<file path="src/rtl/lvnt_pkg.sv">
package lvnt_pkg;

	localparam int TABLE_AW  = 8;
	localparam int NOISE_W   = 16;
	localparam int PERM_W    = 8;
	localparam int COORD_W   = 32;
	localparam int SCALE_W   = 24;
	localparam int OCT_W     = 4;
	localparam int MAX_OCT   = 8;
	localparam int FRAC_W    = 16;
	localparam int POINT_W   = 28;
	localparam int ACC_W     = 26;
	localparam int CFG_IDX_W = 2;
	localparam int CFG_DAT_W = 24;

	localparam logic [1:0] REQ_NOISE = 2'd0;
	localparam logic [1:0] REQ_PERM  = 2'd1;
	localparam logic [1:0] REQ_EVAL  = 2'd2;

	localparam logic [CFG_IDX_W-1:0] REG_MODE   = 2'd0;
	localparam logic [CFG_IDX_W-1:0] REG_OCTAVE = 2'd1;
	localparam logic [CFG_IDX_W-1:0] REG_SCALE  = 2'd2;

	localparam logic [63:0] OFFSET_Q = 64'd10000 << POINT_W;

	typedef struct packed {
		logic              start;
		logic [2:0]        oct;
		logic              last;
	} lvnt_cmd_t;

	typedef struct packed {
		logic done;
	} lvnt_sts_t;

	typedef struct packed {
		logic [1:0]         req_type;
		logic [TABLE_AW-1:0] table_index;
		logic [15:0]        table_value;
		logic signed [COORD_W-1:0] coord_x;
		logic signed [COORD_W-1:0] coord_y;
		logic signed [COORD_W-1:0] coord_z;
	} lvnt_req_t;

	function automatic logic [NOISE_W-1:0] blend(logic [NOISE_W-1:0] a,
			logic [NOISE_W-1:0] b, logic [FRAC_W-1:0] t);
		logic [FRAC_W:0] one_t;
		logic [33:0] s;
		one_t = (17'd1 << FRAC_W) - {1'b0, t};
		s = 34'(a * one_t) + 34'(b * t) + 34'(17'd1 << (FRAC_W - 1));
		return s[FRAC_W +: NOISE_W];
	endfunction

endpackage

</file>
<file path="src/rtl/lvnt_if.sv">
interface lvnt_req_if;
	import lvnt_pkg::*;
	logic      valid;
	logic      ready;
	lvnt_req_t data;
	modport source (output valid, output data, input ready);
	modport sink (input valid, input data, output ready);
endinterface

interface lvnt_rsp_if;
	logic        valid;
	logic        ready;
	logic [15:0] noise_value;
	modport source (output valid, output noise_value, input ready);
	modport sink (input valid, input noise_value, output ready);
endinterface


</file>
<file path="src/rtl/lvnt_ctrl.sv">
module lvnt_ctrl
	import lvnt_pkg::*;
(
	input  logic             clk,
	input  logic             arst_n,
	lvnt_req_if.sink         req,
	lvnt_rsp_if.source       rsp,
	input  logic             turb_mode,
	input  logic [OCT_W-1:0] oct_count,
	output lvnt_cmd_t        cmd,
	input  lvnt_sts_t        sts,
	input  logic [NOISE_W-1:0] sample,
	output logic             wr_noise,
	output logic             wr_perm,
	output logic             busy
);

	typedef enum logic [3:0] {
		C_IDLE = 4'b0001,
		C_RUN  = 4'b0010,
		C_WAIT = 4'b0100,
		C_OUT  = 4'b1000
	} cstate_t;

	cstate_t state_q;
	logic [3:0] oct_q, n_q;
	logic [ACC_W-1:0] acc_q;
	logic [ACC_W-1:0] acc_next;
	logic [ACC_W-1:0] rounded;
	logic [3:0] n_sel;
	logic accept;

	assign req.ready = (state_q == C_IDLE) && !rsp.valid;
	assign accept = req.valid && req.ready;
	assign wr_noise = accept && req.data.req_type == REQ_NOISE;
	assign wr_perm  = accept && req.data.req_type == REQ_PERM;
	assign busy = state_q != C_IDLE;
	assign n_sel = !turb_mode ? 4'd1 :
		(oct_count > OCT_W'(MAX_OCT)) ? OCT_W'(MAX_OCT) : oct_count;
	assign acc_next = acc_q + (ACC_W'(sample) << (MAX_OCT - 32'(oct_q)));
	assign rounded = (acc_q + ACC_W'(1 << MAX_OCT)) >> (MAX_OCT + 1);

	always_comb begin
		cmd.start = (state_q == C_RUN);
		cmd.oct   = oct_q[2:0];
		cmd.last  = (oct_q + 4'd1 == n_q);
	end

	always_ff @(posedge clk or negedge arst_n) begin
		if (!arst_n) begin
			state_q <= C_IDLE;
			rsp.valid <= 1'b0;
			rsp.noise_value <= '0;
			oct_q <= '0;
			n_q <= '0;
			acc_q <= '0;
		end else begin
			if (rsp.valid && rsp.ready) begin
				rsp.valid <= 1'b0;
			end
			case (state_q)
				C_IDLE: begin
					if (accept && req.data.req_type == REQ_EVAL) begin
						oct_q <= '0;
						n_q   <= n_sel;
						acc_q <= '0;
						state_q <= (n_sel == 4'd0) ? C_OUT : C_RUN;
					end
				end
				C_RUN: state_q <= C_WAIT;
				C_WAIT: begin
					if (sts.done) begin
						if (!turb_mode) begin
							acc_q <= ACC_W'(sample);
						end else begin
							acc_q <= acc_next;
						end
						oct_q <= oct_q + 4'd1;
						state_q <= cmd.last ? C_OUT : C_RUN;
					end
				end
				C_OUT: begin
					rsp.valid <= 1'b1;
					if (!turb_mode) begin
						rsp.noise_value <= acc_q[NOISE_W-1:0];
					end else if (rounded > ACC_W'(16'hFFFF)) begin
						rsp.noise_value <= 16'hFFFF;
					end else begin
						rsp.noise_value <= rounded[NOISE_W-1:0];
					end
					state_q <= C_IDLE;
				end
				default: state_q <= C_IDLE;
			endcase
		end
	end

	assert property (@(posedge clk) disable iff (!arst_n)
		state_q == C_OUT |=> rsp.valid)
		else $error("result not presented");
	assert property (@(posedge clk) disable iff (!arst_n)
		sts.done |-> state_q == C_WAIT)
		else $error("unexpected sample done");
	assert property (@(posedge clk) disable iff (!arst_n)
		busy |-> !req.ready)
		else $error("ready while busy");

endmodule
</file>
<file path="src/flat_wrapper.sv">
// flat-port wrapper written by rule: the top's interface ports become plain ports
module lvnt_ctrl_flat import lvnt_pkg::*;
  (clk, arst_n, turb_mode, oct_count, cmd, sts, sample, wr_noise, wr_perm, busy, req_valid, req_data, req_ready, rsp_valid, rsp_noise_value, rsp_ready);
  lvnt_req_if req_i ();
  lvnt_rsp_if rsp_i ();
  input  logic clk;
  input  logic arst_n;
  input  logic turb_mode;
  input  logic [OCT_W-1:0] oct_count;
  output lvnt_cmd_t cmd;
  input  lvnt_sts_t sts;
  input  logic [NOISE_W-1:0] sample;
  output logic wr_noise;
  output logic wr_perm;
  output logic busy;
  input wire logic [$bits(req_i.valid)-1:0] req_valid;
  input wire logic [$bits(req_i.data)-1:0] req_data;
  output wire logic [$bits(req_i.ready)-1:0] req_ready;
  output wire logic [$bits(rsp_i.valid)-1:0] rsp_valid;
  output wire logic [$bits(rsp_i.noise_value)-1:0] rsp_noise_value;
  input wire logic [$bits(rsp_i.ready)-1:0] rsp_ready;
  assign req_i.valid = req_valid;
  assign req_i.data = req_data;
  assign req_ready = req_i.ready;
  assign rsp_valid = rsp_i.valid;
  assign rsp_noise_value = rsp_i.noise_value;
  assign rsp_i.ready = rsp_ready;
  lvnt_ctrl u_core (.clk(clk), .arst_n(arst_n), .req(req_i), .rsp(rsp_i), .turb_mode(turb_mode), .oct_count(oct_count), .cmd(cmd), .sts(sts), .sample(sample), .wr_noise(wr_noise), .wr_perm(wr_perm), .busy(busy));
endmodule
</file>
<file path="config.mk">
export PLATFORM = sky130hd
export DESIGN_NAME = lvnt_ctrl_flat
export DESIGN_NICKNAME = d
export VERILOG_FILES = /design/src/rtl/lvnt_pkg.sv /design/src/rtl/lvnt_if.sv /design/src/rtl/lvnt_ctrl.sv /design/src/flat_wrapper.sv
export SDC_FILE = /design/constraint.sdc
export NUM_CORES = 1
export LEC_CHECK = 0
export BUFFER_PORTS_ARGS = -buffer_cell sky130_fd_sc_hd__buf_2
export CORE_MARGIN = 2
export CORE_UTILIZATION = 45
export DETAILED_ROUTE_END_ITERATION = 8
export MAX_ROUTING_LAYER = met4
export PLACE_DENSITY = 0.71
export SLEW_MARGIN = 20
export SYNTH_ARGS = -nofsm -noshare
export SYNTH_HDL_FRONTEND = slang
export SYNTH_SLANG_ARGS = --single-unit
</file>
<file path="constraint.sdc">
create_clock -name clk -period 8.7 [get_ports clk]
set_input_delay 0.435 -clock clk [delete_from_list [all_inputs] [get_ports clk]]
set_output_delay 0.435 -clock clk [all_outputs]
set_load 0.02 [all_outputs]
</file>
## After elaboration in Yosys (flattened, before gate mapping)

Cells that the tools add are included.

- Shift-type cells: 1
- Eq/ne operators: 10
- Reductions and logical operators: 14
- Add/subtract/negate cells: 4
- $lt $le $gt $ge: 2
- Multiplexer cells: 18

Operators with widths:

| operator | number |
|---|---|
| $mux W26 | 3 |
| $pmux W26 S2 | 1 |
| $mux W16 | 2 |
| $mux W4 | 8 |
| $shl A16 B32 Y26 | 1 |
| $add A26 B26 Y26 | 1 |
| $add A26 B9 Y26 const B | 1 |
| $gt A17 B16 Y1 const B | 1 |
| $pmux W4 S3 | 1 |
| $pmux W4 S2 | 1 |
| $logic_and A1 B1 Y1 | 6 |
| $sub A4 B4 Y5 const A | 1 |
| $add A4 B1 Y4 const B | 1 |
| $eq A4 B1 Y1 const B | 1 |
| $eq A4 B2 Y1 const B | 1 |
| $eq A4 B3 Y1 const B | 1 |
| $eq A4 B4 Y1 | 1 |
| $eq A4 B4 Y1 const B | 1 |
| $gt A4 B4 Y1 const B | 1 |
| $logic_not A4 Y1 | 1 |
| $ne A2 B2 Y1 const B | 2 |
| $ne A4 B1 Y1 const B | 1 |
| $reduce_and A2 Y1 | 2 |
| $reduce_bool A2 Y1 | 2 |
| other kinds (6) | 7 |

- Input bits: 148
- Register bits after elaboration: 55

## Depth between registers and ports, before layout

Gate-level depths: netlist of the first run.

- Word-level depth: 7
- Mapped depth: 23
- Mapped depth without buffers: 19

## Worst setup path before layout of the first run

OpenSTA, ideal clock, no wires.

- Path type: register to register
- From: register u_core.oct_q[0]
- To: register u_core.acc_q[23]
- Period minus slack after synthesis: 4.827 ns
- Data required time: 8.570 ns
- Cell stages (with the launch flop): 21
- Setup slack: 3.873 ns
- Arrival time: 4.697 ns
- Path buffers: 5
- Setup time: 0.130 ns
- Cells stage by stage: dfrtp_1 buf_2 buf_2 clkbuf_1 inv_1 ha_1 clkbuf_1 clkbuf_1 inv_1 and4_1 mux2i_1 nor2_1 ha_1 a21oi_1 nand2_1 a221o_1 a41oi_2 o22ai_1 o32a_1 xnor2_1 o21ai_1

- Longest elaborated chain between the ends: 6

RTL lines:

| what | RTL line | text |
|---|---|---|
| from (decl) | lvnt_ctrl.sv:26 | `logic [3:0] oct_q, n_q;` |
| from (signal assigned) | lvnt_ctrl.sv:78 | `oct_q <= oct_q + 4'd1;` |
| $sub A4 B4 Y5 | lvnt_ctrl.sv:40 | `assign acc_next = acc_q + (ACC_W'(sample) << (MAX_OCT - 32'(oct_q)));` |
| $shl A16 B32 Y26 | lvnt_ctrl.sv:40 |  |
| $add A26 B26 Y26 | lvnt_ctrl.sv:40 |  |
| $mux W26 | lvnt_ctrl.sv:73 | `if (!turb_mode) begin` |
| $mux W26 | lvnt_ctrl.sv:72 | `if (sts.done) begin` |
| $pmux W26 S2 | lvnt_ctrl.sv:61 | `case (state_q)` |
| to (signal assigned) | lvnt_ctrl.sv:74 | `acc_q <= ACC_W'(sample);` |
| to (signal assigned) | lvnt_ctrl.sv:76 | `acc_q <= acc_next;` |
| to (decl) | lvnt_ctrl.sv:27 | `logic [ACC_W-1:0] acc_q;` |

No other way between the ends. The select of a mux whose other input is x is not followed.
A chain may end at the register's enable or synchronous reset.

## Worst setup path after layout of the first run

- From: register u_core.oct_q[1]
- To: register u_core.acc_q[23]

The elaborated chain is that of the path after synthesis.

==> out/metrics.cfg, run 1 <==
[status]
status = complete, no violations

[cells_and_area]
final_nets = 846
seq_area_um2 = 1380
layout-drive-gt1-share_pct = 11.5
syn_to_final_growth_pct = 9.82
diodes = 0
nFillCells = 1047
multi_input_area_um2 = 3470

[min_path]
hp-class = primary input to async pin

[critical_path]
crit_chain = inv_1 -> ha_1 -> inv_1 -> and4_1 -> mux2i_1 -> nor2_1 -> ha_1 -> a21oi_1 -> nand2_1 -> a221o_1 -> a41oi_2 -> o22ai_1 -> o32a_1 -> xnor2_1 -> o21ai_1
critPathTopFamily = compound AO/OA/AOI/OAI gates
criticalPathCategory = flip-flop to flip-flop
max_stage_delay_ps = 880
cp_max_fo = 27
rr_startpoint = u_core.oct_q[1]$_DFFE_PN0P_
worst_path_max_delay_cell = ha_1
crit_buf_inv = 2
r2r-end = u_core.acc_q[23]$_DFFE_PN0P_
ff2ff_setup_slack_ps = 3900
cp-end-kind = flip-flop
cp.arrival_ps = 4960
cp_data_required_time_ps = 8870
critPathLaunchType = flip-flop
reg2reg_depth = 15

[yosys]
synth_edf_count = 0
ys_seq_elements = 55
synthFlopType = dfrtp_1
ys_seq_area_share_pct = 27.1
synth.most_common_cell = nand2_1
syn-num-nets = 822
ys_top_cells_by_area = dfrtp_1, ha_1, o21ai_0
avgSynthCellArea_um2 = 7.88
yosysWarningCount = 0
synth_top_area_share_pct = 26.6
synthArstFlopShare_pct = 100
syn_inst = 645
synth_area_um2 = 5080
synth.distinct_cells = 59
synthTopCellsByCount = nand2_1, o21ai_0, dfrtp_1
synth_top_area_cell = dfrtp_1

[power_and_ir_drop]
total_power_mw = 0.681
power.density_nw_per_um2 = 122
p_leak_nw = 2.61
switchingPower_mw = 0.197
p_int_mw = 0.484
clkPwrFrac_pct = 39.0
combPwrFrac_pct = 21.3
seqPwrFrac_pct = 39.7
swShare_pct = 29.0
ir_drop_uv = 69.6

[clock_network]
cts_resized = 0
cts-root-buf = clkbuf_16
cts_tree = done
path_clk_slew_ps = 80
cts_buffer_depth = 2
cts_buffers = 5
cts_hold_buf = 0
cts_setup_buffers = 0
worstSkewPairLatency_ps = 310
h-tree-depth = 2
cts.sinks = 55

[timing]
whs_ps = 268
grt_setup_unrepaired = false
drv_slew = 0
max_freq_ghz = 0.208
clock_skew_ps = 12.4
finalHoldViolCount = 0
period_share_pct = 55.1
worst_pin_slew_ps = 966
min_period_ps = 4800
finalSetupTns_ps = 0
finalSetupViolCount = 0
relSlewSlack_pct = 35.4

[detailed_routing]
detail_route.iter0.violations = 491
route.detailed.drc = 0
drt_wl_total_mm = 14.6
viasPerCell = 6.12
drt_pass1_iterations = 5
routedWlPerCell_um = 18.0
dr_total_vias = 4957
ant_nets = 0

[placement]
port_buffers = 53
gp_congestion = 1.02
hpwl_mm = 11.0

[global_route]
antenna_found_initial = 0
grt_pass1_vias = 4567
grt_first_pass_wirelength_mm = 23.1
grt_max_degree = 56
grt_overflow = 0
gr-usage-all-layers_pct = 24.9

[floorplan]
die_area_um2 = 12200
io_pins = 174
initial_utilization_pct = 46.5
core_area_um2 = 10900
die_y_um = 110
dieWidth_um = 110
std_cell_rows = 38

[run]
cap_violations = 0

[metrics by stage]
step	util (%)	instance area [µm²]	std cells	setup slack [ps]
after CTS	51.1	5580	810	3970
final	51.1	5580	810	3900
after floorplan	-	5080	645	3870
after global routing	51.1	5580	810	3630
after detailed placement	49.3	5390	802	3980
after global placement	49.3	5390	802	4040
[power groups by stage]
stage | Sequential, mW | Combinational, mW | Clock [mW]
after floorplan | 0.275 | 0.0969 | 0
after global placement | 0.275 | 0.140 | 0
after detailed placement | 0.275 | 0.143 | 0
after CTS | 0.270 | 0.144 | 0.269
after global routing | 0.271 | 0.160 | 0.277
final | 0.270 | 0.145 | 0.266
[layout make-up]
type,count,share of cell area (%)
clock buffer,6,2.31
clock inverter,2,1.08
inverter,15,1.01
multi-input combinational,533,62.2
sequential,55,24.7
tap,140,3.14
timing repair buffer,59,5.56
[worst max-delay path by stage]
stage / start / to / cells after the start
floorplan: u_core.oct_q[0]$_DFFE_PN0P_ / u_core.acc_q[23]$_DFFE_PN0P_ / 20
global route: u_core.oct_q[1]$_DFFE_PN0P_ / u_core.acc_q[23]$_DFFE_PN0P_ / 15
CTS: u_core.oct_q[1]$_DFFE_PN0P_ / u_core.acc_q[23]$_DFFE_PN0P_ / 15
global placement: u_core.oct_q[1]$_DFFE_PN0P_ / u_core.acc_q[23]$_DFFE_PN0P_ / 15
detailed placement: u_core.oct_q[1]$_DFFE_PN0P_ / u_core.acc_q[23]$_DFFE_PN0P_ / 15
finish: u_core.oct_q[1]$_DFFE_PN0P_ / u_core.acc_q[23]$_DFFE_PN0P_ / 15
[cell families after synthesis]
family,Yosys count,share of synthesized area [%]
AOI/OAI and AO/OA,207,25.1
muxes,32,7.58
xor gates and xnor gates,44,7.58
DFF,55,27.1
adders and majority gates,29,7.29
buffers and inverters,57,4.55
and+or+nand+nor,221,20.8
[sequential cells by signal, indices dropped and copies added (netlist names)]
register and cells:
u_core.n_q 4, u_core.acc_q 26, u_core.oct_q 4, u_core.rsp.noise_value 16, u_core.state_q 4, u_core.rsp.valid 1
[metal layers]
| metal | global-route usage, % | up-vias | part of all wire [%] |
|---|---|---|---|
| met4 | 8.13 | 0 | 2.1 |
| met1 | 33.4 | 2360 | 47 |
| li1 | - | 2408 | - |
| met5 | - | - | 0 |
| met2 | 39.5 | 156 | 46 |
| met3 | 2.70 | 33 | 4.8 |
[placed cells by master, fill, tap and decap left out, types with 4 or more instances in the layout]
master	count
o211ai_1	7
nand4_1	5
mux2i_1	25
nor3_1	12
o22ai_1	19
nor2_1	42
buf_4	6
clkbuf_16	5
nand3b_1	7
nand2b_1	6
ha_1	28
mux4_2	5
a21o_1	13
dfrtp_1	54
buf_2	53
o21ai_0	69
and3_1	13
a21oi_1	40
o21ai_1	7
xnor2_1	25
nand2_1	78
nor2b_1	6
o31ai_1	4
xor2_1	19
nand3_1	28
a31oi_1	9
inv_1	15
and2_1	10
o21a_1	4
a211oi_1	9
No activity file was read; power rests on OpenSTA's default activity.
==> run 2: changes to the inputs <==
ABC_AREA = 1   (was not set)
PLACE_DENSITY = 0.7   (was 0.71)
clock period = 4.7 ns   (was 8.7 ns; I/O delays follow)
==> out/metrics.cfg, run 2 <==
[timing]
min_period_ps = 4010
worst_pin_slew_ps = 973
finalHoldViolCount = 0
relSlewSlack_pct = 35.1
finalSetupViolCount = 0
grt_setup_unrepaired = false
drv_slew = 0
clock_skew_ps = 12.6
max_freq_ghz = 0.249
whs_ps = 59.2
finalSetupTns_ps = 0
setup_slack_ps = 692
period_share_pct = 85.3

[floorplan]
die_y_um = 114
die_area_um2 = 12900
std_cell_rows = 40
dieWidth_um = 114
io_pins = 174
initial_utilization_pct = 45.7
core_area_um2 = 11900

[power_and_ir_drop]
combPwrFrac_pct = 76.4
p_int_mw = 2.20
seqPwrFrac_pct = 15.3
power.density_nw_per_um2 = 887
swShare_pct = 58.3
p_leak_nw = 2.90
clkPwrFrac_pct = 8.3
ir_drop_uv = 477
switchingPower_mw = 3.08

[yosys]
synthFlopType = dfrtp_1
ys_seq_area_share_pct = 25.4
synthTopCellsByCount = nand2_1, nor2_1, inv_1
synth_top_area_cell = dfrtp_1
syn_inst = 862
yosysWarningCount = 0
synthArstFlopShare_pct = 100
synth.most_common_cell = nand2_1
synth_top_area_share_pct = 24.9
synth_area_um2 = 5420
synth_edf_count = 0
avgSynthCellArea_um2 = 6.29
synth.distinct_cells = 49
ys_seq_elements = 55
ys_top_cells_by_area = dfrtp_1, nand2_1, o21ai_0
syn-num-nets = 1039

[clock_network]
cts_hold_buf = 0
cts_resized = 0
cts_tree = done
worstSkewPairLatency_ps = 310
cts_setup_buffers = 0
cts.sinks = 55
cts_buffers = 5
path_clk_slew_ps = 80
cts_buffer_depth = 2
cts-root-buf = clkbuf_16
h-tree-depth = 2

[detailed_routing]
drt_wl_total_mm = 15.9
viasPerCell = 5.53
routedWlPerCell_um = 15.2
route.detailed.drc = 0
detail_route.iter0.violations = 485
dr_total_vias = 5788
drt_pass1_iterations = 5
ant_nets = 0

[cells_and_area]
diodes = 0
regMostFlops = u_core.acc_q
layout-drive-gt1-share_pct = 10.7
final_nets = 1076
most-common-layout-cells = nand2_1, nor2_1, inv_1, o21ai_0, nand3_1
seq_area_um2 = 1380
top_regs = u_core.acc_q (26), u_core.rsp.noise_value (16)
final_cells = 1047
multi_input_area_um2 = 3540
syn_to_final_growth_pct = 9.69
nFillCells = 1274
largest_reg_flops = 26
final_common_cell = nand2_1

[placement]
port_buffers = 53
post-place-ws_ps = 839
hpwl_mm = 12.4
gp_congestion = 0.980
dp.cells = 1039

[critical_path]
r2r-end = u_core.acc_q[15]$_DFFE_PN0P_
cp.arrival_ps = 4180
cp_data_required_time_ps = 4870
cp-end-kind = flip-flop
criticalPathCategory = flip-flop to flip-flop
rr_startpoint = u_core.oct_q[1]$_DFFE_PN0P_
critPathLaunchType = flip-flop
cp_max_fo = 25
reg2reg_depth = 22
ff2ff_setup_slack_ps = 690

[global_route]
grt_first_pass_wirelength_mm = 25.6
grt_overflow = 0
grt_pass1_vias = 5163
grt_max_degree = 56
antenna_found_initial = 0
gr-usage-all-layers_pct = 25.7

[status]
status = complete, no violations

[run]
cap_violations = 0

[min_path]
hp-class = primary input to async pin

==> run 2: cell count changes after synthesis, sizes merged, moves of 13 or more <==
cell	change
o21ai	+17
clkbuf	-22
xnor2	-19
mux2i	-23
inv	+75
and3	-13
nor2	+45
nand3	+46
nand2	+177
==> run 2: critical path, cell delays in order (launching register included) <==
cell and delay [ps]:
dfrtp_1 410, inv_1 110, ha_1 230, nand2_1 80, nand2_2 330, nand2_1 120
nand2_1 70, o21ai_0 100, nand2_1 80, nand2_1 90, o21ai_0 370, nand2_1 100
o21ai_0 140, ha_1 350, a21oi_1 190, a21boi_0 440, nor2_1 110, nor2_1 160
nand2_1 70, nand2_1 60, nand3_1 60, nand2_1 110, o21ai_0 80
==> run 2: per-layer routing <==
metal  vias to the layer above  track usage, %  share of wire [%]
met5                         -               -                  0
met4                         0            6.91                1.9
met3                        20            2.92                6.1
met2                       177            39.2                 45
met1                      2661            36.3                 47
li1                       2930               -                  -
==> run 2: power groups by stage <==
stage / Clock [mW] / Combinational [mW] / Sequential [mW]
2_1_floorplan: 0 / 3.00 / 0.809
3_3_place_gp: 0 / 3.93 / 0.806
3_5_place_dp: 0 / 3.95 / 0.810
4_1_cts: 0.448 / 3.97 / 0.802
5_1_grt: 0.459 / 4.58 / 0.826
6_report: 0.437 / 4.03 / 0.807
==> run 2: kinds of logic after synthesis <==
group,Yosys count,synth area share [%]
AO/OA/AOI/OAI,181,18.8
XOR/XNOR,21,3.53
adder cells (fa/ha/maj),29,6.83
buffers and inverters,123,9.41
flip-flops,55,25.4
multiplexers,2,0.369
AND/OR/NAND/NOR,451,35.7
==> run 2: how the worst max path moves through the flow <==
stage,start,to,slack (ps),depth (start not counted)
global route,u_core.oct_q[1]$_DFFE_PN0P_,u_core.acc_q[15]$_DFFE_PN0P_,240,22
floorplan,u_core.oct_q[0]$_DFFE_PN0P_,u_core.acc_q[14]$_DFFE_PN0P_,1240,20
finish,u_core.oct_q[1]$_DFFE_PN0P_,u_core.acc_q[15]$_DFFE_PN0P_,690,22
detailed placement,u_core.oct_q[1]$_DFFE_PN0P_,u_core.acc_q[15]$_DFFE_PN0P_,840,22
CTS,u_core.oct_q[1]$_DFFE_PN0P_,u_core.acc_q[15]$_DFFE_PN0P_,820,22
global placement,u_core.oct_q[1]$_DFFE_PN0P_,u_core.acc_q[15]$_DFFE_PN0P_,850,22
==> run 2: per-stage QoR <==
step           power (mW)  instance area (µm²)  util [%]
3_5_place_dp         4.76                 5770      48.7
3_3_place_gp         4.74                 5770      48.7
4_1_cts              5.22                 5940      50.1
5_1_grt              5.87                 5950      50.1
2_1_floorplan        3.81                 5420         -
6_report             5.28                 5950      50.1
==> run 2: area by class of cell <==
cell class                 instances  share of cell area [%]
clock buffer                       6                    2.17
clock inverter                     2                   0.652
inverter                          91                    5.78
multi-input combinational        684                    59.5
sequential                        55                    23.2
tap                              147                    3.09
timing repair buffer              62                    5.60
==> run 3: changes to the inputs <==
--- a/config.mk
+++ b/config.mk
@@ -9,8 +9,8 @@
 export BUFFER_PORTS_ARGS = -buffer_cell sky130_fd_sc_hd__buf_2
 export CORE_MARGIN = 2
-export CORE_UTILIZATION = 45
+export CORE_UTILIZATION = 51
 export DETAILED_ROUTE_END_ITERATION = 8
 export MAX_ROUTING_LAYER = met4
-export PLACE_DENSITY = 0.7
+export PLACE_DENSITY = 0.78
 export SLEW_MARGIN = 20
 export SYNTH_ARGS = -nofsm -noshare
==> constraint.sdc (replaced) <==
create_clock -name clk -period 4.7 [get_ports clk]
set_input_delay 0.47 -clock clk [delete_from_list [all_inputs] [get_ports clk]]
set_output_delay 0.47 -clock clk [all_outputs]
set_load 0.02 [all_outputs]
==> out/metrics.cfg, run 3 (synthesized netlist as in run 2, its figures left out) <==
[global_route]
grt_first_pass_wirelength_mm = 25.1
grt_overflow = 0
antenna_found_initial = 0
grt_pass1_vias = 5219
grt_max_degree = 56
gr-usage-all-layers_pct = 28.2

[timing]
finalSetupTns_ps = 0
grt_setup_unrepaired = false
finalHoldViolCount = 0
period_share_pct = 86.2
clock_skew_ps = 16.1
min_period_ps = 4050
drv_slew = 0
relSlewSlack_pct = 52.1
setup_slack_ps = 650
finalSetupViolCount = 0
max_freq_ghz = 0.247
worst_pin_slew_ps = 718

[cells_and_area]
layout-drive-gt1-share_pct = 10.7
top_regs = u_core.acc_q (26), u_core.rsp.noise_value (16)
diodes = 0
largest_reg_flops = 26
syn_to_final_growth_pct = 7.94
regMostFlops = u_core.acc_q
fin_util_pct = 56.7
final_common_cell = nand2_1
most-common-layout-cells = nand2_1, nor2_1, inv_1, o21ai_0, nand3_1
final_nets = 1074

[floorplan]
initial_utilization_pct = 52.5
die_y_um = 107
core_area_um2 = 10300
die_area_um2 = 11500
io_pins = 174
std_cell_rows = 37
dieWidth_um = 107

[clock_network]
cts_tree = done
h-tree-depth = 2
path_clk_slew_ps = 120
cts_buffer_depth = 2
cts_setup_buffers = 0
cts_resized = 0
cts_hold_buf = 0
cts_buffers = 5
cts-root-buf = clkbuf_8
worstSkewPairLatency_ps = 330
cts.sinks = 55

[power_and_ir_drop]
p_leak_nw = 2.86
combPwrFrac_pct = 78.3
seqPwrFrac_pct = 15.8
p_int_mw = 2.04
ir_drop_uv = 413
power.density_nw_per_um2 = 872
swShare_pct = 60.0
switchingPower_mw = 3.07
total_power_mw = 5.11
clkPwrFrac_pct = 5.9

[placement]
port_buffers = 53
post-place-ws_ps = 752
hpwl_mm = 11.9
gp_congestion = 0.970

[detailed_routing]
routedWlPerCell_um = 14.9
route.detailed.drc = 0
dr_total_vias = 5769
drt_pass1_iterations = 5
viasPerCell = 5.58
detail_route.iter0.violations = 473
ant_nets = 0
drt_wl_total_mm = 15.4

[min_path]
hp-class = primary input to async pin

[critical_path]
r2r-end = u_core.acc_q[12]$_DFFE_PN0P_
cp_max_fo = 19
cp.arrival_ps = 4240
crit_buf_inv = 4
critPathLaunchType = flip-flop
worst_path_max_delay_cell = o21ai_0
max_stage_delay_ps = 490
cp-end-kind = flip-flop
ff2ff_setup_slack_ps = 650
rr_startpoint = u_core.oct_q[1]$_DFFE_PN0P_
criticalPathCategory = flip-flop to flip-flop
cpMostUsedCell = nand2_1
critPathTopFamily = compound AO/OA/AOI/OAI gates
reg2reg_depth = 19
cp_data_required_time_ps = 4890
crit_chain = inv_1 -> ha_1 -> buf_4 -> clkinv_1 -> o21ai_0 -> nand2_1 -> o21ai_0 -> nor2_1 -> ha_1 -> a21oi_1 -> o21ai_0 -> a21oi_1 -> inv_1 -> nand2_1 -> nand2_1 -> nand2_1 -> nand3_1 -> nand2_1 -> o21ai_0

[status]
status = complete, no violations

[run]
cap_violations = 0

## run 3: cell types whose count changed in the layout (fill, tap and decap cells not counted), sizes merged
cell and change:
clkbuf -1, buf -2, bufinv -1, clkinvlp +1
clkinv +1
## run 3: worst max-delay path by stage
| stage | cells after the start | endpoint | startpoint | slack, ps |
|---|---|---|---|---|
| after floorplan | 20 | u_core.acc_q[14]$_DFFE_PN0P_ | u_core.oct_q[0]$_DFFE_PN0P_ | 1240 |
| after global placement | 19 | u_core.acc_q[10]$_DFFE_PN0P_ | u_core.oct_q[1]$_DFFE_PN0P_ | 810 |
| after detailed placement | 19 | u_core.acc_q[10]$_DFFE_PN0P_ | u_core.oct_q[1]$_DFFE_PN0P_ | 750 |
| after CTS | 19 | u_core.acc_q[10]$_DFFE_PN0P_ | u_core.oct_q[1]$_DFFE_PN0P_ | 730 |
| after global routing | 19 | u_core.acc_q[10]$_DFFE_PN0P_ | u_core.oct_q[1]$_DFFE_PN0P_ | 240 |
| final | 19 | u_core.acc_q[12]$_DFFE_PN0P_ | u_core.oct_q[1]$_DFFE_PN0P_ | 650 |
## run 3: metal layers
| layer | global-route usage (%) | part of all wire [%] |
|---|---|---|
| met4 | 9.09 | 2.0 |
| met5 | - | 0 |
| met2 | 43.0 | 44 |
| met3 | 3.65 | 8.4 |
| met1 | 39.0 | 45 |
## run 3: power groups by stage
stage          Combinational, mW  Clock [mW]  Sequential [mW]
2_1_floorplan               3.00           0            0.809
3_3_place_gp                3.86           0            0.803
3_5_place_dp                3.90           0            0.810
4_1_cts                     3.92       0.304            0.799
5_1_grt                     4.51       0.317            0.823
6_report                    4.00       0.301            0.808
## run 3: metrics by stage
step,instances,hold WS [ps],cell area (µm²)
after floorplan,862,174,5420
after global placement,1026,457,5740
after detailed placement,1026,460,5740
after CTS,1034,288,5840
after global routing,1034,314,5850
final,1034,252,5850
## run 3: worst register-to-register path: stages, from the launching register on
cell and delay (ps):
dfrtp_1 410, inv_1 90, ha_1 270, buf_4 220, clkinv_1 440, o21ai_0 500
nand2_1 90, o21ai_0 150, nor2_1 110, ha_1 350, a21oi_1 180, o21ai_0 160
a21oi_1 350, inv_1 150, nand2_1 110, nand2_1 50, nand2_1 50, nand3_1 60
nand2_1 80, o21ai_0 70
## run 3: final cells by class
| cell class | instances | area [µm²] |
|---|---|---|
| Multi-Input combinational cell | 684 | 3550 |
| Fill cell | 1074 | 4470 |
| Clock inverter | 3 | 27.5 |
| Clock buffer | 5 | 68.8 |
| Sequential cell | 55 | 1380 |
| Timing Repair Buffer | 60 | 318 |
| Tap cell | 136 | 170 |
| Inverter | 91 | 344 |
